### config.mk
export PLATFORM = sky130hd
export DESIGN_NAME = rcm_pipe_ctrl
export DESIGN_NICKNAME = d
export VERILOG_FILES = /design/src/rtl/rcm_pipe_ctrl.sv
export SDC_FILE = /design/constraint.sdc
export NUM_CORES = 1
export LEC_CHECK = 0
export BUFFER_PORTS_ARGS = -buffer_cell sky130_fd_sc_hd__buf_2
export CAP_MARGIN = 0
export CORE_AREA = 2 2 39 41
export CTS_CLUSTER_DIAMETER = 30
export DETAILED_ROUTE_END_ITERATION = 8
export DIE_AREA = 0 0 41 43
export GPL_ROUTABILITY_DRIVEN = 1
export PLACE_DENSITY = 0.74
export SKIP_CTS_REPAIR_TIMING = 1
export SLEW_MARGIN = 5
export SYNTH_ARGS = -nofsm -noshare
export SYNTH_HDL_FRONTEND = slang
export SYNTH_SLANG_ARGS = --single-unit
### constraint.sdc
create_clock -name i_clk -period 1 [get_ports i_clk]
set_input_delay 0.05 -clock i_clk [delete_from_list [all_inputs] [get_ports i_clk]]
set_output_delay 0.05 -clock i_clk [all_outputs]
set_load 0.005 [all_outputs]
### src/rtl/rcm_pipe_ctrl.sv
// ----------------------------------------------------------------------------
// rcm_pipe_ctrl
// valid bits and per-stage load enables, bubbles collapse under stall
// ----------------------------------------------------------------------------
module rcm_pipe_ctrl #(
    parameter int STAGES = 12
) (
    input  logic              i_clk,
    input  logic              i_rst_n,
    input  logic              i_valid,
    input  logic              i_stall,
    output logic [STAGES-1:0] o_en,
    output logic              o_valid
);

    logic [STAGES-1:0] r_v;
    logic [STAGES-1:0] n_v;
    logic [STAGES-1:0] inv_v;

    // a stage loads if it or any stage downstream of it holds a hole, or the sink takes
    always_comb begin
        inv_v = ~r_v;
        for (int k = 0; k < STAGES; k++) begin
            o_en[k] = !i_stall || ((inv_v >> k) != '0);
        end
    end

    assign n_v = {r_v[STAGES-2:0], i_valid};

    always_ff @(posedge i_clk) begin
        if (!i_rst_n) begin
            r_v <= '0;
        end else begin
            r_v <= (n_v & o_en) | (r_v & ~o_en);
        end
    end

    assign o_valid = r_v[STAGES-1];

endmodule

==> flow_metrics.env, run 1 <==
export IMPL_worstSetupPathType="register to primary output"
export IMPL_endpoint_kind="primary output"
export IMPL_post_place_ws_ns=-0.178
export IMPL_path_max_fanout=4
export IMPL_grt_pass1_wl_mm=1.55
export IMPL_drc=0
export IMPL_max_slew_margin_rel=0.841
export IMPL_tightest_slew_ns=0.237
export IMPL_path_clk_slew_ns=0.08
export IMPL_final_cells=102
export IMPL_min_period_over_period=1.41
export IMPL_period_minus_slack_ns=1.41
export IMPL_syn_avg_cell_area_um2=8.78
export IMPL_dpl_cell_area_um2=652
export IMPL_synth_seq_cells=12
export IMPL_synth_cells=58
export IMPL_failed_checks="negative setup slack"
export IMPL_routed_via_density=5.16
export IMPL_maxSlewViolCount=0
export IMPL_grt_antenna_before_repair=0
export IMPL_cts_tree="yes"
export IMPL_routed_wl_mm=1.28
export IMPL_rsz0062_at_grt="true"
export IMPL_mostFrequentLayoutCell="buf_2"
export IMPL_power_switching_fraction=0.200
export IMPL_post_place_cells=95
export IMPL_cts_buffers=3
export IMPL_grt_max_degree=15
export IMPL_synth_top_cell_by_area="dfxtp_1"
export IMPL_pwr_share_seq=0.543
export IMPL_grt_pass1_vias=387
export IMPL_hold_violations=0
export IMPL_synth_area_um2=509
export IMPL_setup_viol=18
export IMPL_clkLatencyLatePin_ns=0.27
export IMPL_fin_util=0.571
export IMPL_yosysSeqAreaShare=0.472
export IMPL_finish_instance_area_um2=791
export IMPL_fillerInstances=116
export IMPL_synth_flop_cell="dfxtp_1"
export IMPL_p_clk_frac=0.425
export IMPL_seq_area_um2=246
export IMPL_yosys_warnings=0
export IMPL_syn_nets=62
export IMPL_rows=14
export IMPL_die_y_um=43
export IMPL_die_area_um2=1760
export IMPL_grtUsageTotal=0.132
export IMPL_h_tree_depth=1
export IMPL_post_drt_wl_per_cell_um=12.5
export IMPL_p_sw_mw=0.180
export IMPL_multi_input_comb_area_um2=289
export IMPL_cp_data_arrival_time_ns=1.36
export IMPL_synth_edf_count=0
export IMPL_p_comb_frac=0.033
export IMPL_synth_top_area_frac=0.472
export IMPL_cts_buffer_depth=2
export IMPL_clock_sinks=12
export IMPL_gp_congestion=0.822
export IMPL_ys_types=18
export IMPL_min_path_type="primary input to register"
export IMPL_io_pins=17
export IMPL_max_vdd_ir_drop_v=0.000533
export IMPL_cts_root_buffer="clkbuf_4"
export IMPL_status="finished with violations"
export IMPL_core_area_um2=1380
export IMPL_max_cap_violations=0
export IMPL_die_width_um=41
export IMPL_intPower_mw=0.721
export IMPL_finClkSkew_ns=0.00222
export IMPL_final_cell_mix="buf_2, inv_1, dfxtp_1, buf_4, o21a_1"
export IMPL_power_leakage_nw=0.305
export IMPL_startpoint_type="register"
export IMPL_insertedDiodeCount=0
export IMPL_async_flop_share=0
export IMPL_p_per_area_nw_per_um2=1140
export IMPL_vias=526
export IMPL_max_freq_mhz=710
export IMPL_drtIter0Drc=14
export IMPL_layout_setup_ws_ns=-0.408
export IMPL_synthToLayoutAreaGrowth_pct=55.3
export IMPL_initial_utilization=0.368
export IMPL_crit_required_ns=0.95
export IMPL_dp_hpwl_um=794
export IMPL_nets=91
export IMPL_ant_nets=0
export IMPL_io_buffers=16
export IMPL_drive_above_1_share=0.523
export IMPL_gr_total_overflow=0
export IMPL_firstDrtPassIters=4
export IMPL_synth_area_leaders="dfxtp_1, o21a_1, inv_1"
## synth_stat cells (all sizes together), types with 2 or more instances
master,n
a22o,2
a21boi,2
nand3,4
dfxtp,12
nor3,4
inv,10
nor2b,2
nand2,5
and3,3
nor2,2
o21a,6
## per-layer routing
layer,track usage,vias up,routed length (um),share of wire
met2,0.188,23,667,0.52
met1,0.162,240,509,0.40
met3,0.0471,9,67,0.052
met5,0,-,0,0
met4,0.0800,0,36,0.028
li1,-,254,-,-
## worst paths after layout
| path | depth (start not counted) | end | startpoint | slack [ns] |
|---|---|---|---|---|
| setup / recovery | 4 | o_en[1] | register | -0.41 |
| hold / removal | 3 | register | i_stall | 0.09 |
| setup reg to reg | 4 | register | register | -0.14 |
| hold reg to reg | 2 | register | register | 0.47 |
## power by group through the flow
stage	clock, mW	combinational [mW]	sequential [mW]
floorplan	0	0.0126	0.498
global placement	0	0.0256	0.499
detailed placement	0	0.0260	0.500
CTS	0.394	0.0262	0.488
global route	0.418	0.0317	0.489
finish	0.383	0.0294	0.489
## cell families after synthesis
family	count (synthesis)	share of synthesized area
simple gates	23	0.268
buf+inv	11	0.0860
compound gates	12	0.174
flops	12	0.472
## per-stage QoR
step                      setup TNS [ns]  hold WS (ns)  power [mW]
after floorplan                   -0.187         0.145       0.511
after global placement             -1.57         0.273       0.525
after detailed placement           -1.88         0.278       0.526
after CTS                          -4.90      -0.00459       0.908
after global routing               -5.21        0.0867       0.939
final                              -3.88        0.0879       0.901
## layout make-up
class / count / area share
well taps: 16 / 0.0253
clock buffers: 4 / 0.0459
multi-input cells: 35 / 0.366
flip-flops and latches: 12 / 0.312
inverters: 10 / 0.0570
repair buffers: 25 / 0.195
## critical path, cell delays in order (launching register included)
cell and delay [ns]:
dfxtp_1 0.41, nand3_2 0.16, nor4_4 0.33, inv_1 0.06
buf_2 0.12
Note: power is estimated with default switching activity, not from simulation.
==> inputs of run 2 (changes only) <==
--- a/config.mk
+++ b/config.mk
@@ -12,8 +12,7 @@
 export DETAILED_ROUTE_END_ITERATION = 8
 export DIE_AREA = 0 0 41 43
 export GPL_ROUTABILITY_DRIVEN = 1
-export PLACE_DENSITY = 0.74
-export SKIP_CTS_REPAIR_TIMING = 1
+export PLACE_DENSITY = 0.66
 export SLEW_MARGIN = 5
 export SYNTH_ARGS = -nofsm -noshare
 export SYNTH_HDL_FRONTEND = slang
==> run 2 against run 1 <==
- the run still ends with negative setup slack left
- die area is the same
- wire length grew 25%
- worst hold slack lost 0.024 ns
- critical path type unchanged
- critical endpoint is now o_en[0]
- largest power group unchanged
==> flow_metrics.env, run 2 (synthesized netlist as in run 1, its figures left out) <==
export IMPL_status="finished with violations"
export IMPL_failed_checks="negative setup slack"
export IMPL_insertedDiodeCount=0
export IMPL_tightest_slew_ns=0.226
export IMPL_gr_total_overflow=0
export IMPL_h_tree_depth=1
export IMPL_crit_required_ns=0.95
export IMPL_max_slew_margin_rel=0.850
export IMPL_seq_area_um2=256
export IMPL_endpoint_kind="primary output"
export IMPL_vias=582
export IMPL_die_width_um=41
export IMPL_max_cap_violations=0
export IMPL_layout_setup_ws_ns=-0.371
export IMPL_hold_violations=0
export IMPL_fin_util=0.665
export IMPL_io_pins=17
export IMPL_drc=0
export IMPL_die_y_um=43
export IMPL_finClkSkew_ns=0.00639
export IMPL_firstDrtPassIters=4
export IMPL_r2r_slack_ns=-0.32
export IMPL_rows=14
export IMPL_routed_via_density=5.24
export IMPL_die_area_um2=1760
export IMPL_rsz0062_at_grt="true"
export IMPL_max_freq_mhz=730
export IMPL_mostFrequentLayoutCell="buf_2"
export IMPL_cp_data_arrival_time_ns=1.32
export IMPL_hold_path_depth=3
export IMPL_path_clk_slew_ns=0.09
export IMPL_cts_root_buffer="clkbuf_4"
export IMPL_ff2ff_path_depth=6
export IMPL_cts_tree="yes"
export IMPL_startpoint_type="register"
export IMPL_final_cell_mix="buf_2, buf_4, inv_1"
export IMPL_final_cells=111
export IMPL_finish_instance_area_um2=921
export IMPL_nets=100
export IMPL_multi_input_comb_area_um2=324
export IMPL_clock_sinks=12
export IMPL_maxSlewViolCount=0
export IMPL_initial_utilization=0.368
export IMPL_synthToLayoutAreaGrowth_pct=80.8
export IMPL_grt_pass1_vias=485
export IMPL_p_per_area_nw_per_um2=1000
export IMPL_io_buffers=16
export IMPL_fillerInstances=104
export IMPL_post_place_cells=99
export IMPL_power_leakage_nw=0.396
export IMPL_min_period_over_period=1.37
export IMPL_drive_above_1_share=0.632
export IMPL_dpl_cell_area_um2=682
export IMPL_setup_viol=20
export IMPL_grtUsageTotal=0.183
export IMPL_path_max_fanout=7
export IMPL_cts_buffer_depth=2
export IMPL_gp_congestion=0.749
export IMPL_drtIter0Drc=17
export IMPL_routed_wl_mm=1.60
export IMPL_core_area_um2=1380
export IMPL_grt_max_degree=15
export IMPL_period_minus_slack_ns=1.37
export IMPL_worstSetupPathType="register to primary output"
export IMPL_dp_hpwl_um=786
export IMPL_worst_hold_startpoint="i_stall"
export IMPL_cts_buffers=3
export IMPL_total_power_mw=0.925
export IMPL_grt_antenna_before_repair=0
export IMPL_holdWs_ns=0.0638
export IMPL_min_path_type="primary input to register"
export IMPL_post_drt_wl_per_cell_um=14.4
export IMPL_max_vdd_ir_drop_v=0.000537
export IMPL_grt_pass1_wl_mm=2.09
export IMPL_ant_nets=0
export IMPL_clkLatencyLatePin_ns=0.29
run 2: cell count changes in the layout (fill, tap and decap cells not counted), moves of 2 or more:
cell | before | now
buf_4 | 7 | 13
dfxtp_1 | 7 | 3
buf_6 | 1 | 3
nor3_4 | 1 | 3
nor3_2 | 3 | 1
dfxtp_2 | 5 | 7
dfxtp_4 | 0 | 2
run 2: area by class of cell:
class | count | share of cell area
Timing Repair Buffer | 34 | 0.262
Multi-Input combinational cell | 35 | 0.352
Tap cell | 16 | 0.0217
Inverter | 10 | 0.0462
Sequential cell | 12 | 0.279
Clock buffer | 4 | 0.0394
run 2: how the worst max path moves through the flow:
| stage | start | end | slack [ns] |
|---|---|---|---|
| floorplan | register | register | -0.04 |
| global placement | register | o_en[2] | -0.13 |
| detailed placement | register | o_en[2] | -0.14 |
| CTS | register | o_en[4] | -0.33 |
| global route | register | o_en[1] | -0.40 |
| finish | register | o_en[0] | -0.37 |
run 2: routing by layer:
metal  GRT usage  vias to the layer above  part of all wire
li1            -                      271                 -
met1       0.216                      288              0.45
met2       0.272                       18              0.49
met3      0.0471                        5             0.029
met4       0.127                        0             0.030
met5           0                        -                 0
run 2: report_power, final:
part	internal [mW]	leakage, nW	switching [mW]	total, mW
sequential	0.479	0.102	0.00547	0.484
clock	0.222	0.0210	0.188	0.410
combinational	0.0162	0.272	0.0145	0.0307
total	0.717	0.396	0.208	0.925
run 2: worst max-delay path, cell delays in order (launching register included):
cell and delay (ns):
dfxtp_2 0.35, and4_4 0.24, inv_6 0.07, nor2_2 0.16, nand2_1 0.07, buf_2 0.13
run 2: through the flow:
stage          setup WS [ns]  TNS [ns]
2_1_floorplan        -0.0441    -0.187
5_1_grt               -0.399     -4.98
3_3_place_gp          -0.132     -1.13
6_report              -0.371     -4.48
3_5_place_dp          -0.143     -1.26
4_1_cts               -0.335     -3.78
run 2: timing repair:
| action | 4_1_cts | 5_1_grt |
|---|---|---|
| buffers inserted | 6 | 4 |
| gates resized for setup | 26 | 8 |
| cloned | 0 | 0 |
| endpoints found under the setup margin | 19 | 21 |
| hold buffers | 1 | 0 |
| endpoints found under the hold margin | 1 | 0 |
| pin swaps | 9 | 4 |
