### src/rtl/rcm_pkg.sv
// ----------------------------------------------------------------------------
// rcm_pkg
// shared types, codes, constant tables and divide-by-constant helpers
// ----------------------------------------------------------------------------
package rcm_pkg;

    localparam int PIPE_STAGES = 12;
    localparam int DB_ENTRIES  = 100;

    typedef struct packed {
        logic              link_up;
        logic signed [15:0] wheel_raw;
        logic [7:0]        gas_trigger;
        logic [7:0]        brake_trigger;
        logic [5:0]        button_bits;
    } t_in_item;

    typedef struct packed {
        logic signed [15:0] steer_value;
        logic signed [15:0] throttle_axis;
        logic [7:0]        throttle_level;
        logic [7:0]        brake_level;
        logic [2:0]        result_kind;
        logic              paddle_left_on;
        logic              paddle_right_on;
        logic [5:0]        buttons_out;
    } t_out_item;

    typedef enum logic [2:0] {
        CFG_DEADBAND    = 3'd0,
        CFG_STEER_EXPO  = 3'd1,
        CFG_THR_EXPO    = 3'd2,
        CFG_END_LEFT    = 3'd3,
        CFG_END_RIGHT   = 3'd4,
        CFG_THR_END     = 3'd5,
        CFG_BRAKE_END   = 3'd6,
        CFG_MODE_INV    = 3'd7
    } t_cfg_idx;

    typedef enum logic [2:0] {
        KIND_FAILSAFE = 3'd0,
        KIND_COMBINED = 3'd1,
        KIND_SEPARATE = 3'd2,
        KIND_THR_ONLY = 3'd3,
        KIND_NONE     = 3'd4
    } t_kind;

    localparam logic [1:0] MODE_COMBINED = 2'd0;
    localparam logic [1:0] MODE_SEPARATE = 2'd1;
    localparam logic [1:0] MODE_THR_ONLY = 2'd2;
    localparam logic [1:0] MODE_NONE     = 2'd3;

    localparam logic [6:0] PCT_FULL    = 7'd100;
    localparam logic [6:0] DB_MAX      = 7'd99;
    localparam logic [7:0] LEVEL_MAX   = 8'd255;

    // reciprocals for exact truncating division over the value ranges used here
    localparam logic [22:0] RECIP_100 = 23'd5368710;   // ceil(2^29 / 100)
    localparam logic [23:0] RECIP_255 = 24'd8421505;   // ceil(2^31 / 255)

    typedef logic [14:0] t_db_thr_arr [DB_ENTRIES];
    typedef logic [15:0] t_db_div_arr [DB_ENTRIES];
    typedef logic [21:0] t_db_rcp_arr [DB_ENTRIES];

    // floor(y / 100), exact for y < 2^22
    function automatic logic [15:0] f_div100(input logic [21:0] y);
        logic [44:0] prod;
        prod = y * RECIP_100;
        return prod[44:29];
    endfunction

    // floor(y / 255), exact for y < 2^23
    function automatic logic [15:0] f_div255(input logic [22:0] y);
        logic [46:0] prod;
        prod = y * RECIP_255;
        return prod[46:31];
    endfunction

    // floor(2^30 / den) by restoring division, used only to fill a table
    function automatic logic [21:0] f_recip30(input logic [15:0] den);
        logic [30:0] num;
        logic [30:0] quo;
        logic [16:0] rem;
        num = 31'h4000_0000;
        quo = '0;
        rem = '0;
        for (int b = 30; b >= 0; b--) begin
            rem = {rem[15:0], num[b]};
            if (rem >= {1'b0, den}) begin
                rem    = rem - {1'b0, den};
                quo[b] = 1'b1;
            end
        end
        return quo[21:0];
    endfunction

    function automatic t_db_thr_arr f_build_thr();
        t_db_thr_arr arr;
        logic [15:0] thr;
        for (int i = 0; i < DB_ENTRIES; i++) begin
            thr    = f_div100(22'(i * 32768));
            arr[i] = thr[14:0];
        end
        return arr;
    endfunction

    function automatic t_db_div_arr f_build_div();
        t_db_div_arr arr;
        logic [15:0] thr;
        for (int i = 0; i < DB_ENTRIES; i++) begin
            thr    = f_div100(22'(i * 32768));
            arr[i] = 16'd32768 - thr;
        end
        return arr;
    endfunction

    function automatic t_db_rcp_arr f_build_rcp();
        t_db_rcp_arr arr;
        logic [15:0] thr;
        logic [15:0] dv;
        for (int i = 0; i < DB_ENTRIES; i++) begin
            thr    = f_div100(22'(i * 32768));
            dv     = 16'd32768 - thr;
            arr[i] = f_recip30(dv);
        end
        return arr;
    endfunction

    localparam t_db_thr_arr DB_THR = f_build_thr();
    localparam t_db_div_arr DB_DIV = f_build_div();
    localparam t_db_rcp_arr DB_RCP = f_build_rcp();

endpackage

### src/rtl/rcm_expo.sv
// ----------------------------------------------------------------------------
// rcm_expo
// six-stage cubic expo on a sign/magnitude value, q1.15 with q1.30 cube
// ----------------------------------------------------------------------------
module rcm_expo import rcm_pkg::*; (
    input  logic              i_clk,
    input  logic [5:0]        i_en,
    input  logic [15:0]       i_mag,
    input  logic              i_neg,
    input  logic signed [7:0] i_expo,
    output logic [15:0]       o_mag,
    output logic              o_neg
);

    logic [7:0]  abs_e;
    logic [6:0]  mag_e;
    logic        e_neg;
    logic        e_zero;

    logic [29:0] r1_sq;
    logic [15:0] r1_mag, r2_mag, r3_mag, r4_mag, r5_mag;
    logic        r1_neg, r2_neg, r3_neg, r4_neg, r5_neg;
    logic [29:0] r2_c;
    logic [21:0] r3_p1;
    logic [36:0] r3_p2;
    logic [37:0] r4_a;
    logic        r4_ineg, r5_ineg;
    logic [21:0] r5_y;
    logic [15:0] r6_mag;
    logic        r6_neg;

    logic [44:0]        cube;
    logic [36:0]        hi;
    logic signed [38:0] inner;
    logic [38:0]        inner_abs;
    logic [52:0]        scaled;

    assign abs_e  = i_expo[7] ? 8'(-i_expo) : i_expo;
    assign mag_e  = abs_e[6:0];
    assign e_neg  = i_expo[7];
    assign e_zero = (i_expo == 8'sd0);

    assign cube      = r1_sq * r1_mag[14:0];
    assign hi        = {r3_p1, 15'b0};
    assign inner     = e_neg ? signed'({2'b0, hi} - {2'b0, r3_p2})
                             : signed'({2'b0, hi} + {2'b0, r3_p2});
    assign inner_abs = inner[38] ? 39'(-inner) : inner;
    assign scaled    = {r4_a, 15'b0} - {15'b0, r4_a};

    always_ff @(posedge i_clk) begin
        if (i_en[0]) begin
            r1_sq  <= i_mag[14:0] * i_mag[14:0];
            r1_mag <= i_mag;
            r1_neg <= i_neg;
        end
        if (i_en[1]) begin
            r2_c   <= cube[44:15];
            r2_mag <= r1_mag;
            r2_neg <= r1_neg;
        end
        if (i_en[2]) begin
            r3_p1  <= r2_mag[14:0] * (PCT_FULL - mag_e);
            r3_p2  <= r2_c * mag_e;
            r3_mag <= r2_mag;
            r3_neg <= r2_neg;
        end
        if (i_en[3]) begin
            r4_a    <= inner_abs[37:0];
            r4_ineg <= inner[38];
            r4_mag  <= r3_mag;
            r4_neg  <= r3_neg;
        end
        if (i_en[4]) begin
            r5_y    <= scaled[51:30];
            r5_ineg <= r4_ineg;
            r5_mag  <= r4_mag;
            r5_neg  <= r4_neg;
        end
        if (i_en[5]) begin
            r6_mag <= e_zero ? r5_mag : f_div100(r5_y);
            r6_neg <= e_zero ? r5_neg : (r5_neg ^ r5_ineg);
        end
    end

    assign o_mag = r6_mag;
    assign o_neg = r6_neg;

endmodule

### config.mk
export PLATFORM = sky130hd
export DESIGN_NAME = rcm_expo
export DESIGN_NICKNAME = d
export VERILOG_FILES = /design/src/rtl/rcm_pkg.sv /design/src/rtl/rcm_expo.sv
export SDC_FILE = /design/constraint.sdc
export NUM_CORES = 2
export LEC_CHECK = 0
export ABC_AREA = 0
export ABC_CLOCK_PERIOD_IN_PS = 18900
export BUFFER_PORTS_ARGS = -buffer_cell sky130_fd_sc_hd__buf_4
export CAP_MARGIN = 10
export CORE_AREA = 3 3 360 362
export CTS_BUF_LIST = sky130_fd_sc_hd__clkbuf_8
export CTS_CLUSTER_DIAMETER = 60
export DETAILED_ROUTE_END_ITERATION = 10
export DIE_AREA = 0 0 363 365
export PLACE_DENSITY = 0.51
export SETUP_SLACK_MARGIN = 0.3
export SLEW_MARGIN = 20
export SYNTH_ARGS = -nofsm -noshare
export SYNTH_HDL_FRONTEND = slang
export SYNTH_SLANG_ARGS = --single-unit
### constraint.sdc
create_clock -name i_clk -period 18.9 [get_ports i_clk]
set_input_delay 0.945 -clock i_clk [delete_from_list [all_inputs] [get_ports i_clk]]
set_output_delay 0.945 -clock i_clk [all_outputs]
set_load 0.1 [all_outputs]
==> metrics.md <==
| Metric | Value |
|---|---|
| Sequential cell area | `8440 um2` |
| Post-synth top flop | `edfxtp_1` |
| Number of vias per cell | `4.96` |
| Post-Syn Area | `50700 um2` |
| Distinct cells, synth | `80` |
| Seq/Total Area, Yosys | `16.7%` |
| Most frequent CP cell | `fa_1` |
| Syn Inst Count | `5142` |
| Clock transition at path regs | `60 ps` |
| Met1 GRT Util | `24.8%` |
| Required @ worst endpoint | `19370 ps` |
| Post-synth EDFFs | `281` |
| Initial DRC Count | `1495` |
| Clk buf depth | `3` |
| Busiest grt layer | `met2` |
| Die X | `363 um` |
| Post-cts repair resize count | `0` |
| Grt ovf | `0` |
| Pre-antenna DRT Iters | `5` |
| Row cnt | `131` |
| Fill count | `12500` |
| Die span in y | `365 um` |
| Hold Crit Start | `r3_mag[5]` |
| Setup crit start | `r1_sq[6]` |
| Grt met2 use | `35.8%` |
| Area after DPL | `52800 um2` |
| Slew @ Worst Pin | `1090 ps` |
| Post-DRT Antenna Nets | `0` |
| Clk_skew | `44.7 ps` |
| Largest net degree at the start of global routing | `72` |
| Core ar. | `127000 um2` |
| Compound-Gate Fraction of Synth Area | `6.89%` |
| Final routed DRC violation total | `0` |
| CP Buf/Inv Count | `3` |
| Critical Path Start Type | `flop` |
| R2R Path End | `r2_c[29]` |
| Synth Register Bits | `281` |
| Max H-tree Level | `2` |
| Synth async-reset ratio | `0%` |
| Cells along the critical path | `nand2_1 -> fa_1 -> inv_1 -> fa_1 -> fa_1 -> inv_1 -> fa_1 -> inv_1 -> fa_1 -> fa_1 -> ha_1 -> nand2_1 -> or3_1 -> or3_1 -> a31oi_1 -> o211ai_1 -> a31oi_1 -> o21ai_0 -> a311oi_1 -> a41oi_1 -> xnor2_1` |
| Setup crit end | `r2_c[29]` |
| Met3 GRT Util | `1.86%` |
| Tmin final | `8030 ps` |
| TritonCTS Buffers | `58` |
| Final setup viols | `0` |
| Total global-route track usage | `19.4%` |
| CP max-delay cell | `edfxtp_1` |
| Root buf cell | `clkbuf_8` |
| Multi-input logic area | `37600 um2` |
| Type of destination of the critical path | `flop` |
| Die area | `132000 um2` |
| Area share of fa/ha/maj cells after synthesis | `50.2%` |
| Vias | `33900` |
| Worst path top cell family by delay | `adder cells` |
| Final Util | `42.5%` |
| DP HPWL | `101000 um` |
| CTS tree | `built` |
| RSZ-0062 raised after global routing | `false` |
| Worst-Skew Late Latency | `740 ps` |
| Worst stage delay on the critical path | `900 ps` |
| CP Max Fanout | `15` |
| PortBufs | `48` |
| Finished Layout Cells | `6836` |
| Share of cells above drive strength 1 | `4.06%` |
| Placed insts | `6727` |
| Setup Buffers After CTS | `0` |
| Crit path kind | `reg -> reg` |
| Worst EP arrival | `8500 ps` |
| Vias in the first global route | `37000` |
| Largest family of logic cells by synthesized area | `adder cells` |
| Slew headroom | `27.2%` |
| Final Hold Vio Count | `0` |
| Synth Area in Simple Gates | `13.1%` |
| Flop-to-flop setup slack | `10870 ps` |
| Sink Count | `281` |
| Final Max Tran Viols | `0` |
| Crit path depth | `21` |
| I/O pin count | `49` |
| Post-DR wirelength/cell | `18.1 um` |
| Post-route cell area | `54000 um2` |
| Yosys warns | `0` |
| Final WL | `124000 um` |
| Syn avg cell area | `9.85 um2` |
| Initial antenna violation count | `1` |
| Fmax | `125 MHz` |
| RR Startpoint | `r1_sq[6]` |
| Tcrit/Tclk final | `42.5%` |
| Area growth syn-to-layout | `6.57%` |
| Status | `finished clean` |
| Post-synthesis xor/xnor area fraction | `3.77%` |
| Hold-fix buffers, CTS | `0` |
| R2R depth | `21` |
| Maxcap violations | `0` |
| Gpl congestion | `0.863` |
| Initial Utilization | `39.9%` |
| HP Class | `reg -> reg` |
| Global-route wire length before repair | `203000 um` |
| Post-route setup TNS | `0 ps` |
| Mux share of post-synthesis cell area | `0.104%` |
| Post-layout nets | `6658` |
final cells by class:
type                    instances  share of cell area [%]
multi-input cells            3611                    69.6
flip-flops and latches        281                    15.6
inverters                    1097                    7.63
well taps                    1662                    3.85
clock buffers                  58                    1.48
repair buffers                 76                    1.06
clock inverters                48                   0.744
diodes                          3                  0.0139
cell usage after synthesis, drive strengths merged, types with 4 or more instances:
cell type,count,area [um2]
nor2b,32,200
a41oi,7,61.3
nand3b,8,63.8
a311oi,5,43.8
a31oi,31,194
edfxtp,281,8440
o21bai,16,120
xnor2,155,1360
a221oi,4,35.0
or3,20,125
nor3,50,250
buf,9,47.5
o22ai,5,31.3
a21o,74,556
nand3,42,210
a41o,5,50.1
inv,1096,4110
and4,8,70.1
nand4,10,62.6
nor2,146,548
a2111oi,10,95.1
or2,17,106
o41ai,8,88.8
or4,5,37.5
a211oi,28,228
o21a,17,128
nand2,570,2140
o211ai,11,82.6
o21ai,94,470
o31ai,20,183
clkbuf,147,552
xor2,63,552
ha,615,7690
nor4,15,100
and2,376,2350
and3,23,144
a21oi,159,796
nand2b,23,144
o311ai,4,35.0
fa,886,17700
a211o,5,43.8
cell usage in the layout, fill, tap and decap left out, types with 17 or more instances in the layout:
master	Yosys	final
fa_1	886	886
and3_1	23	23
buf_4	0	76
nor2_1	146	146
and2_1	376	376
clkbuf_8	0	58
o21a_1	17	17
or3_1	20	20
a21o_1	74	74
xnor2_1	155	150
inv_1	1096	1106
nand3_1	42	42
o31ai_1	17	17
ha_1	615	615
a211oi_1	26	26
a31oi_1	31	31
a21oi_1	159	159
nand2b_1	23	23
nor3_1	50	49
o21ai_0	92	92
nor2b_1	32	32
nand2_1	570	570
xor2_1	63	61
edfxtp_1	281	281
cell families (layout without fill, tap and decap cells):
group                      count (synthesis)  count (layout)
buffers and inverters                   1253            1279
xor gates and xnor gates                 218             218
and+or+nand+nor                         1352            1352
DFF                                      281             281
muxes                                      5               5
AOI/OAI and AO/OA                        530             530
adders and majority gates               1501            1501
other                                      2               8
worst min path at each step:
stage	end	slack (ps)	depth (start not counted)
detailed placement	r4_mag[4]	400	0
CTS	r1_neg	310	1
global placement	r5_mag[15]	400	0
finish	r4_mag[5]	390	0
global route	r1_neg	320	1
floorplan	r2_mag[15]	400	0
layer usage:
layer	wire length, um	vias up	part of all wire (%)
li1	-	16100	-
met1	54700	17300	44
met2	64200	357	52
met3	2840	121	2.3
met4	2240	0	1.8
met5	0	-	0
flip-flops by register name, indices dropped and copies added (netlist names), 22 cells and up:
| signal | flops |
|---|---|
| r5_y | 22 |
| r3_p2 | 37 |
| r3_p1 | 22 |
| r2_c | 30 |
| r1_sq | 29 |
| r4_a | 38 |
stage by stage:
step	setup WS, ps	hold WS (ps)
2_1_floorplan	11450	400
3_3_place_gp	10340	403
3_5_place_dp	10160	405
4_1_cts	10760	308
5_1_grt	10430	320
6_report	10870	390
Power is left out: the tool's default activity adds up to more than one toggle a clock period on the data nets, which glitch-free logic cannot reach.
