[config.mk]
export PLATFORM = sky130hd
export DESIGN_NAME = rcm_endpoint
export DESIGN_NICKNAME = d
export VERILOG_FILES = /design/src/rtl/rcm_pkg.sv /design/src/rtl/rcm_endpoint.sv
export SDC_FILE = /design/constraint.sdc
export NUM_CORES = 1
export LEC_CHECK = 0
export ABC_AREA = 1
export BUFFER_PORTS_ARGS = -buffer_cell sky130_fd_sc_hd__buf_2
export CAP_MARGIN = 20
export CORE_ASPECT_RATIO = 0.6
export CORE_MARGIN = 2
export CORE_UTILIZATION = 50
export CTS_BUF_LIST = sky130_fd_sc_hd__clkbuf_16
export DETAILED_ROUTE_END_ITERATION = 16
export PLACE_DENSITY = 0.66
export SKIP_CTS_REPAIR_TIMING = 1
export SYNTH_ARGS = -nofsm -noshare
export SYNTH_HDL_FRONTEND = slang
export SYNTH_SLANG_ARGS = --single-unit
[constraint.sdc]
create_clock -name i_clk -period 14.9 [get_ports i_clk]
set_clock_uncertainty 0.1 [all_clocks]
set_input_delay 2.98 -clock i_clk [delete_from_list [all_inputs] [get_ports i_clk]]
set_output_delay 2.98 -clock i_clk [all_outputs]
set_load 0.005 [all_outputs]
[src/rtl/rcm_pkg.sv]
// ----------------------------------------------------------------------------
// rcm_pkg
// shared types, codes, constant tables and divide-by-constant helpers
// ----------------------------------------------------------------------------
package rcm_pkg;

    localparam int PIPE_STAGES = 12;
    localparam int DB_ENTRIES  = 100;

    typedef struct packed {
        logic              link_up;
        logic signed [15:0] wheel_raw;
        logic [7:0]        gas_trigger;
        logic [7:0]        brake_trigger;
        logic [5:0]        button_bits;
    } t_in_item;

    typedef struct packed {
        logic signed [15:0] steer_value;
        logic signed [15:0] throttle_axis;
        logic [7:0]        throttle_level;
        logic [7:0]        brake_level;
        logic [2:0]        result_kind;
        logic              paddle_left_on;
        logic              paddle_right_on;
        logic [5:0]        buttons_out;
    } t_out_item;

    typedef enum logic [2:0] {
        CFG_DEADBAND    = 3'd0,
        CFG_STEER_EXPO  = 3'd1,
        CFG_THR_EXPO    = 3'd2,
        CFG_END_LEFT    = 3'd3,
        CFG_END_RIGHT   = 3'd4,
        CFG_THR_END     = 3'd5,
        CFG_BRAKE_END   = 3'd6,
        CFG_MODE_INV    = 3'd7
    } t_cfg_idx;

    typedef enum logic [2:0] {
        KIND_FAILSAFE = 3'd0,
        KIND_COMBINED = 3'd1,
        KIND_SEPARATE = 3'd2,
        KIND_THR_ONLY = 3'd3,
        KIND_NONE     = 3'd4
    } t_kind;

    localparam logic [1:0] MODE_COMBINED = 2'd0;
    localparam logic [1:0] MODE_SEPARATE = 2'd1;
    localparam logic [1:0] MODE_THR_ONLY = 2'd2;
    localparam logic [1:0] MODE_NONE     = 2'd3;

    localparam logic [6:0] PCT_FULL    = 7'd100;
    localparam logic [6:0] DB_MAX      = 7'd99;
    localparam logic [7:0] LEVEL_MAX   = 8'd255;

    // reciprocals for exact truncating division over the value ranges used here
    localparam logic [22:0] RECIP_100 = 23'd5368710;   // ceil(2^29 / 100)
    localparam logic [23:0] RECIP_255 = 24'd8421505;   // ceil(2^31 / 255)

    typedef logic [14:0] t_db_thr_arr [DB_ENTRIES];
    typedef logic [15:0] t_db_div_arr [DB_ENTRIES];
    typedef logic [21:0] t_db_rcp_arr [DB_ENTRIES];

    // floor(y / 100), exact for y < 2^22
    function automatic logic [15:0] f_div100(input logic [21:0] y);
        logic [44:0] prod;
        prod = y * RECIP_100;
        return prod[44:29];
    endfunction

    // floor(y / 255), exact for y < 2^23
    function automatic logic [15:0] f_div255(input logic [22:0] y);
        logic [46:0] prod;
        prod = y * RECIP_255;
        return prod[46:31];
    endfunction

    // floor(2^30 / den) by restoring division, used only to fill a table
    function automatic logic [21:0] f_recip30(input logic [15:0] den);
        logic [30:0] num;
        logic [30:0] quo;
        logic [16:0] rem;
        num = 31'h4000_0000;
        quo = '0;
        rem = '0;
        for (int b = 30; b >= 0; b--) begin
            rem = {rem[15:0], num[b]};
            if (rem >= {1'b0, den}) begin
                rem    = rem - {1'b0, den};
                quo[b] = 1'b1;
            end
        end
        return quo[21:0];
    endfunction

    function automatic t_db_thr_arr f_build_thr();
        t_db_thr_arr arr;
        logic [15:0] thr;
        for (int i = 0; i < DB_ENTRIES; i++) begin
            thr    = f_div100(22'(i * 32768));
            arr[i] = thr[14:0];
        end
        return arr;
    endfunction

    function automatic t_db_div_arr f_build_div();
        t_db_div_arr arr;
        logic [15:0] thr;
        for (int i = 0; i < DB_ENTRIES; i++) begin
            thr    = f_div100(22'(i * 32768));
            arr[i] = 16'd32768 - thr;
        end
        return arr;
    endfunction

    function automatic t_db_rcp_arr f_build_rcp();
        t_db_rcp_arr arr;
        logic [15:0] thr;
        logic [15:0] dv;
        for (int i = 0; i < DB_ENTRIES; i++) begin
            thr    = f_div100(22'(i * 32768));
            dv     = 16'd32768 - thr;
            arr[i] = f_recip30(dv);
        end
        return arr;
    endfunction

    localparam t_db_thr_arr DB_THR = f_build_thr();
    localparam t_db_div_arr DB_DIV = f_build_div();
    localparam t_db_rcp_arr DB_RCP = f_build_rcp();

endpackage

[src/rtl/rcm_endpoint.sv]
// ----------------------------------------------------------------------------
// rcm_endpoint
// two-stage percent endpoint scaling with optional sign flip
// ----------------------------------------------------------------------------
module rcm_endpoint import rcm_pkg::*; (
    input  logic               i_clk,
    input  logic [1:0]         i_en,
    input  logic [15:0]        i_mag,
    input  logic               i_neg,
    input  logic               i_flip,
    input  logic [6:0]         i_pct_pos,
    input  logic [6:0]         i_pct_neg,
    output logic signed [15:0] o_value
);

    logic        is_neg;
    logic [6:0]  pct;
    logic [21:0] r1_prod;
    logic [15:0] r1_mag;
    logic        r1_pass;
    logic        r1_sign;
    logic [15:0] q;
    logic signed [15:0] r2_value;

    assign is_neg = i_neg && (i_mag != 16'd0);
    assign pct    = is_neg ? i_pct_neg : i_pct_pos;
    assign q      = r1_pass ? r1_mag : f_div100(r1_prod);

    always_ff @(posedge i_clk) begin
        if (i_en[0]) begin
            r1_prod <= i_mag[14:0] * pct;
            r1_mag  <= i_mag;
            r1_pass <= (pct >= PCT_FULL);
            r1_sign <= is_neg ^ i_flip;
        end
        if (i_en[1]) begin
            r2_value <= r1_sign ? signed'(16'(-q)) : signed'(q);
        end
    end

    assign o_value = r2_value;

endmodule

==> impl_results.md, run 1 <==
* Outcome: finished, final reports clean
* Hold_sp: r1_mag[11]$_DFFE_PP_
* # diodes at 0
* Gr ovfl total at 0
* Cells after DPL at 2,406
* First-pass GRT wire length at 69.5 mm
* Fin cells at roughly 2,400
* Wire length per cell at about 18 um
* Top FF cell, synth: edfxtp_1
* Drt total wl at between 40 and 50 mm
* Finished Core Util at between 50% and 60%
* TNS Setup at 0 ns
* Yosys cell types at 43
* Max Cap Viol at 0
* Share of the synthesized area in the top cell type at a little under a third
* Most common cell after layout, fill and taps aside: inv_1
* Hold Path Class: reg2reg
* Die ar. at 33,400 sq um
* Post-DR vias/cell at 5.12
* Cell count after synthesis at 1,963
* Post-route design area at 16,800 sq um
* Dpl hpwl at between 30 and 40 mm
* Crit share post-route at 57.2%
* R2R cell count at 33
* Wl on met1 at 22.3 mm
* IO buf count at 50
* Synth Cell Area at approximately 16,000 sq um
* RSZ-0062 raised after global routing: no
* Pin count of the biggest net entering global routing at 41
* Asr flop ratio synth at 0%
* Fraction of layout cells with a size suffix above 1 at 7.21%
* GPL Wtd Cong at 0.985
* Uppermost layer routed: met5
* Chip width at 235 um
* Synth top area cells: fa_1 (30%), ha_1 (22%), inv_1 (12%), nand2_1 (11%), edfxtp_1 (11%)
* Number of CTS-inserted buffers at 5
* CP Class: in2reg
* Routed vias at 12,400
* # IOs at 51
* H-tree depth at 2
* Clk buf depth at 2
* Crit-path max FO at 12
* Die span in y at 142 um
* Initial drt markers at 1,114
* Worst Path Arrival at ~8.5 ns
* Mapped Nets at ~2,500
* Synth Register Bits at 56
* Vias in the first global route at between 10,000 and 15,000
* Nets at 2,552
* Element type at the critical path end: flip-flop
* Cell taking the most area after synthesis: fa_1
* Clk sinks at 56
* Drt pass-1 iters at 6
* Starting Density at between 50% and 60%
* Row count at 50
* Final Hold Fails at 0
* DRC at 0
* Fin crit period at 8.52 ns
* Max_slew headroom at 36.4%
* Worst hold endpoint: o_value[11]$_DFFE_PP_
* CTS tree: done
* Slew Viols, Final at 0
* Startpoint class of the critical path: input port
* Seq/Total Area, Yosys at 10.5%
* Later-pin clock latency in the skew report at 0.31 ns
* Worst-margin pin slew at 0.949 ns
* Wire length on met3 at 5.24 mm
* Core area at 31,300 sq um
* R2r startpoint: r1_prod[14]$_DFFE_PP_
* Hold Crit Depth at 4
* Antenna violations before repair at 0
* R2r setup slk at 7.57 ns
* Synth warn at 0
* Root buffer cell: clkbuf_16
* Clock slew at reported path FFs at 0.08 ns
* RR Endpoint: o_value[12]$_DFFE_PP_
* Commonest cells after routing, fill and taps aside: inv_1 (508), nand2_1 (468), ha_1 (278)
* Length of routed met2 wiring at 15.4 mm
* Global-route usage over all layers at 27.3%
* ANT nets after route at 0
* Post-placement cell area at 16,600 sq um
* Post-synth EDFFs at 56
* FMAX at 117 MHz
* Final setup violation count at 0
* Avg Cell Area, Syn at 8.14 sq um
* Critical Path RT at 14.86 ns
* Area Growth Syn to Fin at 5.06%
[cells in the mapped netlist (all sizes together) (4+ instances only)]
master and count:
ha 278, xnor2 8, o21bai 6, nor3 6, buf 17, a21boi 4, clkbuf 6, inv 523
nand3 63, or2 18, fa 242, nor2 115, a21oi 52, nand2 487, nor4 8, edfxtp 56
o21ai 24, xor2 23, nand4 16
[logic make-up after synthesis]
kind of cell,count (synthesis),share of synthesized area (%)
compound gates,93,3.42
xor+xnor,31,1.70
fa+ha+maj,520,52.1
buf+inv,547,13.0
flops,56,10.5
simple gates,716,19.2
[per-stage QoR]
stage / hold WS [ns] / setup WS (ns)
floorplan: 0.471 / 6.70
detailed placement: 0.579 / 6.14
CTS: 0.600 / 6.46
global placement: 0.551 / 6.20
finish: 0.599 / 6.38
global route: 0.628 / 6.03
[routing by layer]
layer,global-route usage (%),vias up
li1,-,5992
met4,2.40,2
met5,2.16,-
met2,35.6,438
met3,10.4,27
met1,43.0,5907
[worst max path at each step]
| stage | start | endpoint | slack (ns) | cells past startpoint |
|---|---|---|---|---|
| 3_3_place_gp | i_mag[8] | r1_prod[20]$_DFFE_PP_ | 6.20 | 24 |
| 3_5_place_dp | i_mag[12] | r1_prod[20]$_DFFE_PP_ | 6.14 | 24 |
| 5_1_grt | i_mag[8] | r1_prod[20]$_DFFE_PP_ | 6.03 | 24 |
| 4_1_cts | i_mag[12] | r1_prod[20]$_DFFE_PP_ | 6.46 | 24 |
| 6_report | i_mag[10] | r1_prod[20]$_DFFE_PP_ | 6.38 | 24 |
| 2_1_floorplan | i_mag[4] | r1_prod[20]$_DFFE_PP_ | 6.70 | 25 |
[final cells by class]
| cell class | count | area (sq um) |
|---|---|---|
| clock buffers | 5 | 125 |
| clock inverters | 3 | 25.0 |
| fillers | 3004 | 14500 |
| inverters | 524 | 1970 |
| multi-input cells | 1360 | 12200 |
| flip-flops and latches | 56 | 1680 |
| well taps | 416 | 520 |
| repair buffers | 50 | 250 |
[state kept, by name, indices dropped and copies added (netlist names)]
| signal | count |
|---|---|
| r1_mag | 16 |
| r1_sign | 1 |
| r1_pass | 1 |
| o_value | 16 |
| r1_prod | 22 |
[critical path, cell delays in order]
cell	delay, ns
buf_2	0.19
nor4_1	0.29
nand4_1	0.15
nand2_2	0.24
inv_2	0.10
or2_1	0.23
o21ai_2	0.14
inv_2	0.19
nand2_1	0.12
fa_1	0.45
fa_1	0.55
inv_1	0.05
fa_1	0.49
fa_1	0.42
ha_1	0.36
a21oi_1	0.21
o21a_1	0.13
nand2_1	0.09
a21boi_1	0.30
o21ai_0	0.22
a21boi_1	0.23
o21bai_1	0.09
a21oi_1	0.16
xor2_1	0.09
Power of run 1 is left out: the tool's default activity adds up to more than one toggle a clock period on the data nets, which glitch-free logic cannot reach.
==> run 2, diff against run 1 <==
--- a/config.mk
+++ b/config.mk
@@ -13,7 +13,7 @@
 export CORE_UTILIZATION = 50
 export CTS_BUF_LIST = sky130_fd_sc_hd__clkbuf_16
 export DETAILED_ROUTE_END_ITERATION = 16
-export PLACE_DENSITY = 0.66
+export PLACE_DENSITY = 0.69
 export SKIP_CTS_REPAIR_TIMING = 1
 export SYNTH_ARGS = -nofsm -noshare
 export SYNTH_HDL_FRONTEND = slang
==> constraint.sdc (replaced) <==
create_clock -name i_clk -period 7.8 [get_ports i_clk]
set_clock_uncertainty 0.1 [all_clocks]
set_input_delay 1.56 -clock i_clk [delete_from_list [all_inputs] [get_ports i_clk]]
set_output_delay 1.56 -clock i_clk [all_outputs]
set_load 0.005 [all_outputs]
==> run 2 against run 1 <==
Routed wire length grew 1.2%. Non-clock buffer count grew 6. Die area is the same. Via count shrank 0.37%. Count of clock-buffer cells in the layout is the same. First-iteration DRC count shrank 5.7%. Register-to-register slack lost 7.0 ns. Critical path depth grew 5. Sequential share of layout area is essentially flat. Worst hold slack lost 0.024 ns. Worst setup slack lost 5.8 ns. Critical path type is now reg2reg.
==> impl_results.md, run 2 (same netlist as run 1, synthesis figures left out) <==
* Outcome: finished, final reports clean
* Nets at 2,558 (+0.24%)
* Most common cell after layout, fill and taps aside: inv_1
* Fin crit period at 7.20 ns
* Hold Crit Depth at 2 (-2)
* Worst hold endpoint: o_value[0]$_DFFE_PP_
* Core area at 31,300 sq um (unchanged)
* Max_slew headroom at 37.1% (+0.69 points)
* Gr ovfl total at 0 (unchanged)
* Element type at the critical path end: flip-flop
* Worst path bufs/invs at 6 (+2)
* Drt total wl at 43.8 mm (+1.2%)
* Starting Density at 51.1% (unchanged)
* Dpl hpwl at 39.4 mm (+1.4%)
* Final setup violation count at 0 (unchanged)
* Worst path slowest cell: fa_1
* CTS tree: done
* Worst Path Arrival at 7.17 ns (-1.31 ns)
* GPL Wtd Cong at 0.994 (+0.91%)
* Startpoint class of the critical path: flip-flop
* Finished Core Util at 53.8% (+0.14 points)
* H-tree depth at 2 (unchanged)
* Slew Viols, Final at 0 (unchanged)
* R2r startpoint: r1_prod[14]$_DFFE_PP_
* DRC at 0 (unchanged)
* Max stage delay on crit path at 0.63 ns (+0.08 ns)
* Later-pin clock latency in the skew report at 0.31 ns (about the same)
* Post-DR vias/cell at 5.09 (-0.62%)
* # diodes at 0 (unchanged)
* Reg with most FFs: r1_prod
* Hold_sp: r1_mag[0]$_DFFE_PP_
* R2r setup slk at 0.60 ns (-6.97 ns)
* Global-route usage over all layers at 27.6% (+0.25 points)
* Max Cap Viol at 0 (unchanged)
* Fin cells at 2,420 (+0.25%)
* Crit-path max FO at 8 (-4)
* Clk buf depth at 2 (unchanged)
* Fraction of layout cells with a size suffix above 1 at 7.49% (+0.28 points)
* IO buf count at 50 (unchanged)
* TNS Setup at 0 ns (unchanged)
* Chip width at 235 um (unchanged)
* FMAX at 139 MHz
* Largest register FFs at 22 (unchanged)
* Post-placement cell area at 16,700 sq um (+0.27%)
* RR Endpoint: o_value[10]$_DFFE_PP_
* Die span in y at 142 um (unchanged)
* Cells after DPL at 2,412 (+0.25%)
* Row count at 50 (unchanged)
* Antenna violations before repair at 0 (unchanged)
* Die ar. at 33,400 sq um (unchanged)
* Pin count of the biggest net entering global routing at 41 (unchanged)
* Initial drt markers at 1,051 (-5.7%)
* Clock slew at reported path FFs at 0.08 ns (about the same)
* CP Class: reg2reg
* R2R cell count at 29 (-12%)
* Final Hold Fails at 0 (unchanged)
* # IOs at 51 (unchanged)
* Post-route design area at 16,800 sq um (+0.27%)
* Clk sinks at 56 (unchanged)
* Drt pass-1 iters at 5 (-1)
* Area Growth Syn to Fin at 5.34%
* RSZ-0062 raised after global routing: no
* Crit share post-route at 92.4%
* Commonest cells after routing, fill and taps aside: inv_1 (508), nand2_1 (468), ha_1 (278)
* Worst-margin pin slew at 0.944 ns (-0.00441 ns)
* Root buffer cell: clkbuf_16
* ANT nets after route at 0 (unchanged)
* Family with the most delay on the worst path: adder cells
* First-pass GRT wire length at 69.7 mm (+0.32%)
* Vias in the first global route at 12,400 (-0.24%)
* Critical Path RT at 7.76 ns (-7.10 ns)
* Routed vias at 12,300 (-0.37%)
* Hold Path Class: reg2reg
* Wire length per cell at 18.1 um (+0.91%)
* Number of CTS-inserted buffers at 5 (unchanged)
==> run 2: cell types whose count changed in the layout (fill, tap and decap cells not counted) <==
cell	previous run	this run
buf_4	0	6
==> run 2: worst max path at each step <==
stage                             to  cells past startpoint  slack [ns]                  start
2_1_floorplan  r1_prod[20]$_DFFE_PP_                     25        1.02               i_mag[4]
3_3_place_gp   r1_prod[20]$_DFFE_PP_                     24        0.52               i_mag[8]
3_5_place_dp   r1_prod[20]$_DFFE_PP_                     24        0.39              i_mag[12]
4_1_cts        o_value[10]$_DFFE_PP_                     29        0.68  r1_prod[12]$_DFFE_PP_
5_1_grt        o_value[14]$_DFFE_PP_                     32        0.24   r1_prod[9]$_DFFE_PP_
6_report       o_value[10]$_DFFE_PP_                     29        0.60  r1_prod[14]$_DFFE_PP_
==> run 2: final cells by class <==
type                    instances  area, sq um
multi-input cells            1360        12200
fillers                      2975        14500
clock buffers                   5          125
repair buffers                 56          295
flip-flops and latches         56         1680
clock inverters                 3         25.0
well taps                     416          520
inverters                     524         1970
==> run 2: routing by layer <==
metal	up-vias	GRT usage, %	wire [um]
met3	18	12.6	6000
met2	415	35.7	15800
met4	0	1.87	206
li1	6004	-	-
met1	5883	42.7	21800
met5	-	0	0
==> run 2: stage by stage <==
step | hold slack (ns) | setup slack (ns)
CTS | 0.581 | 0.679
global route | 0.609 | 0.237
detailed placement | 0.555 | 0.387
floorplan | 0.471 | 1.02
finish | 0.576 | 0.595
global placement | 0.560 | 0.519
==> run 2: worst min-delay path: cells and delay by family, from the launching register on <==
| kind | cells | cell delay (ns) |
|---|---|---|
| AOI/OAI and AO/OA | 1 | 0.11 |
| and+or+nand+nor | 1 | 0.09 |
| DFF | 1 | 0.35 |
Power of run 2 is left out for the same reason.
==> run 3, diff against run 2 <==
--- a/config.mk
+++ b/config.mk
@@ -5,15 +5,14 @@
 export SDC_FILE = /design/constraint.sdc
 export NUM_CORES = 1
 export LEC_CHECK = 0
-export ABC_AREA = 1
 export BUFFER_PORTS_ARGS = -buffer_cell sky130_fd_sc_hd__buf_2
 export CAP_MARGIN = 20
 export CORE_ASPECT_RATIO = 0.6
 export CORE_MARGIN = 2
-export CORE_UTILIZATION = 50
+export CORE_UTILIZATION = 59
 export CTS_BUF_LIST = sky130_fd_sc_hd__clkbuf_16
 export DETAILED_ROUTE_END_ITERATION = 16
-export PLACE_DENSITY = 0.69
+export PLACE_DENSITY = 0.79
 export SKIP_CTS_REPAIR_TIMING = 1
 export SYNTH_ARGS = -nofsm -noshare
 export SYNTH_HDL_FRONTEND = slang
==> run 3 against run 2 <==
Sequential share of layout area increased by 0.89 points. Worst setup slack got worse by 0.35 ns. Largest cell class unchanged. Final area decreased by 8.2%. Critical path depth decreased by 8. First-iteration DRC count decreased by 18%. Die area decreased by 23%. Utilization increased by 10 points. Worst hold slack improved by 0.13 ns. Via count decreased by 14%. Synthesized area decreased by 9.5%.
==> impl_results.md, run 3 <==
* Outcome: finished, final reports clean
* Synth Cell Area at 14,500 sq um (-9.5%)
* Routed vias at 10,600 (-14%)
* Reg with most FFs: r1_prod
* Nets at 2,052 (-20%)
* Hold Path Class: reg2reg
* Post-synthesis mux area share at 0.986% (+0.99 points)
* Mapped Nets at 1,986 (-21%)
* Startpoint class of the critical path: flip-flop
* Synth top area cells: fa_1 (34%), ha_1 (24%), edfxtp_1 (12%), inv_1 (8.7%), nand2_1 (3.1%)
* Worst path bufs/invs at 4 (-2)
* Wire length per cell at 20.7 um (+14%)
* Cell count after synthesis at 1,431 (-27%)
* Seq/Total Area, Yosys at 11.6% (+1.1 points)
* FMAX at 132 MHz (-4.6%)
* Clock slew at reported path FFs at 0.08 ns (about the same)
* Cells after DPL at 1,800 (-25%)
* Critical Path RT at 7.76 ns (about the same)
* Root buffer cell: clkbuf_16
* GPL Wtd Cong at 1.01 (+1.3%)
* Largest family of logic cells by synthesized area: adder cells
* Dpl hpwl at 33.2 mm (-16%)
* Synth warn at 0 (unchanged)
* Synth Register Bits at 56 (unchanged)
* Crit-path max FO at 8 (unchanged)
* First-pass GRT wire length at 59.6 mm (-15%)
* Compound-Gate Fraction of Synth Area at 8.70% (+5.3 points)
* Element type at the critical path end: flip-flop
* Gr ovfl total at 0 (unchanged)
* Antenna violations before repair at 0 (unchanged)
* Hold Crit Depth at 2 (unchanged)
* Drt total wl at 37.6 mm (-14%)
* Drt pass-1 iters at 6 (+1)
* Largest register FFs at 22 (unchanged)
* Number of CTS-inserted buffers at 5 (unchanged)
* Area Growth Syn to Fin at 6.83%
* Max stage delay on crit path at 0.60 ns (-0.03 ns)
* DRC at 0 (unchanged)
* Max_slew headroom at 33.5% (-3.5 points)
* Count leader, synth: inv_1
* Cell taking the most area after synthesis: fa_1
* Final setup violation count at 0 (unchanged)
* Starting Density at 60.0% (+8.9 points)
* Commonest cells in the synthesized netlist: inv_1 (337), ha_1 (278), fa_1 (242)
* Post-DR vias/cell at 5.83 (+15%)
* Slew Viols, Final at 0 (unchanged)
* Fin crit period at 7.56 ns (+0.351 ns)
* IO buf count at 50 (unchanged)
* Worst path slowest cell: edfxtp_1
* RSZ-0062 raised after global routing: no
* Most used cell, CP: fa_1
* Adder-Cell Fraction of Synth Area at 57.6% (+5.4 points)
* FF+latch area at 1680 sq um (unchanged)
* Asr flop ratio synth at 0% (unchanged)
* Initial drt markers at 863 (-18%)
* Most common cell after layout, fill and taps aside: inv_1
* Commonest cells after routing, fill and taps aside: inv_1 (337), ha_1 (278), fa_1 (242)
* Crit share post-route at 96.9% (+4.5 points)
* Die ar. at 25,800 sq um (-23%)
* Global-route usage over all layers at 30.4% (+2.9 points)
* Clk sinks at 56 (unchanged)
* Pin count of the biggest net entering global routing at 41 (unchanged)
* Core area at 24,100 sq um (-23%)
* Post-synth EDFFs at 56 (unchanged)
* Chip width at 206 um (-12%)
* Worst Path Arrival at 7.51 ns (+0.34 ns)
* Layout filler cell count at 1,879 (-37%)
* # diodes at 0 (unchanged)
* Avg Cell Area, Syn at 10.1 sq um (+24%)
* Clk buf depth at 2 (unchanged)
* R2R cell count at 21 (-28%)
* Vias in the first global route at 10,900 (-13%)
* # IOs at 51 (unchanged)
* Final Hold Fails at 0 (unchanged)
* Critical path cell sequence: ha_1, inv_1, fa_1, fa_1, inv_1, fa_1, fa_1, fa_1, inv_1, fa_1, inv_1, ha_1, a21o_1, a311o_1, a32oi_2, o211ai_1, o311ai_1, a21boi_2, o31ai_1, o31ai_1, xnor2_1
* Share of the synthesized area in the top cell type at 33.5% (+3.2 points)
* Fraction of layout cells with a size suffix above 1 at 8.61% (+1.1 points)
* Synth Area in XOR/XNOR at 2.42% (+0.72 points)
* Yosys cell types at 76 (+77%)
* Row count at 44 (-12%)
* Later-pin clock latency in the skew report at 0.31 ns (about the same)
* Worst-margin pin slew at 0.997 ns (+0.0530 ns)
* H-tree depth at 2 (unchanged)
* Family with the most delay on the worst path: adder cells
* CTS tree: done
* Post-Synth Simple-Gate Area at 9.20% (-10 points)
* Max Cap Viol at 0 (unchanged)
* Multi-input logic area at 11,400 sq um (-6.4%)
* Top FF cell, synth: edfxtp_1
* WP depth at 21 (-28%)
* Die span in y at 125 um (-12%)
* TNS Setup at 0 ns (unchanged)
* Fin cells at 1,820 (-25%)
* ANT nets after route at 0 (unchanged)
* CP Class: reg2reg
## run 3: final cells by class
| type | instances | share of cell area (%) |
|---|---|---|
| inverters | 337 | 8.19 |
| flip-flops and latches | 56 | 10.9 |
| clock buffers | 5 | 0.810 |
| multi-input cells | 1012 | 74.0 |
| repair buffers | 85 | 3.32 |
| clock inverters | 3 | 0.178 |
| well taps | 322 | 2.61 |
## run 3: path summary, 6_finish.rpt
check                               end  slack [ns]                  start
setup / recovery  o_value[14]$_DFFE_PP_        0.24  r1_prod[13]$_DFFE_PP_
hold / removal    o_value[12]$_DFFE_PP_        0.71   r1_mag[12]$_DFFE_PP_
setup reg to reg  o_value[14]$_DFFE_PP_        0.24  r1_prod[13]$_DFFE_PP_
hold reg to reg   o_value[12]$_DFFE_PP_        0.71   r1_mag[12]$_DFFE_PP_
## run 3: logic make-up after synthesis
family | after synthesis
AO/OA/AOI/OAI | 177
XOR/XNOR | 40
adder cells (fa/ha/maj) | 520
buffers and inverters | 363
flip-flops | 56
multiplexers | 12
AND/OR/NAND/NOR | 263
## run 3: per-layer routing
metal	up-vias	share of wire, %	GRT usage (%)
met3	43	14	13.0
met4	2	1.2	3.61
met1	5229	46	47.3
li1	4803	-	-
met5	-	0.21	2.26
met2	539	38	39.9
## run 3: metrics by stage
step / setup slack (ns) / hold WS [ns] / instance area (sq um) / util (%)
after floorplan: 0.591 / 0.539 / 14500 / -
after global placement: 0.210 / 0.628 / 15200 / 62.9
after global routing: 0.0129 / 0.718 / 15400 / 64.1
after CTS: 0.133 / 0.689 / 15300 / 63.6
final: 0.244 / 0.709 / 15400 / 64.1
after detailed placement: 0.0978 / 0.662 / 15200 / 62.9
## run 3: worst min-delay path, delay by kind of cell (launching register included)
family,cells,cell delay [ns]
DFF,1,0.41
muxes,1,0.10
xor gates and xnor gates,1,0.17
Power of run 3 is left out for the same reason.
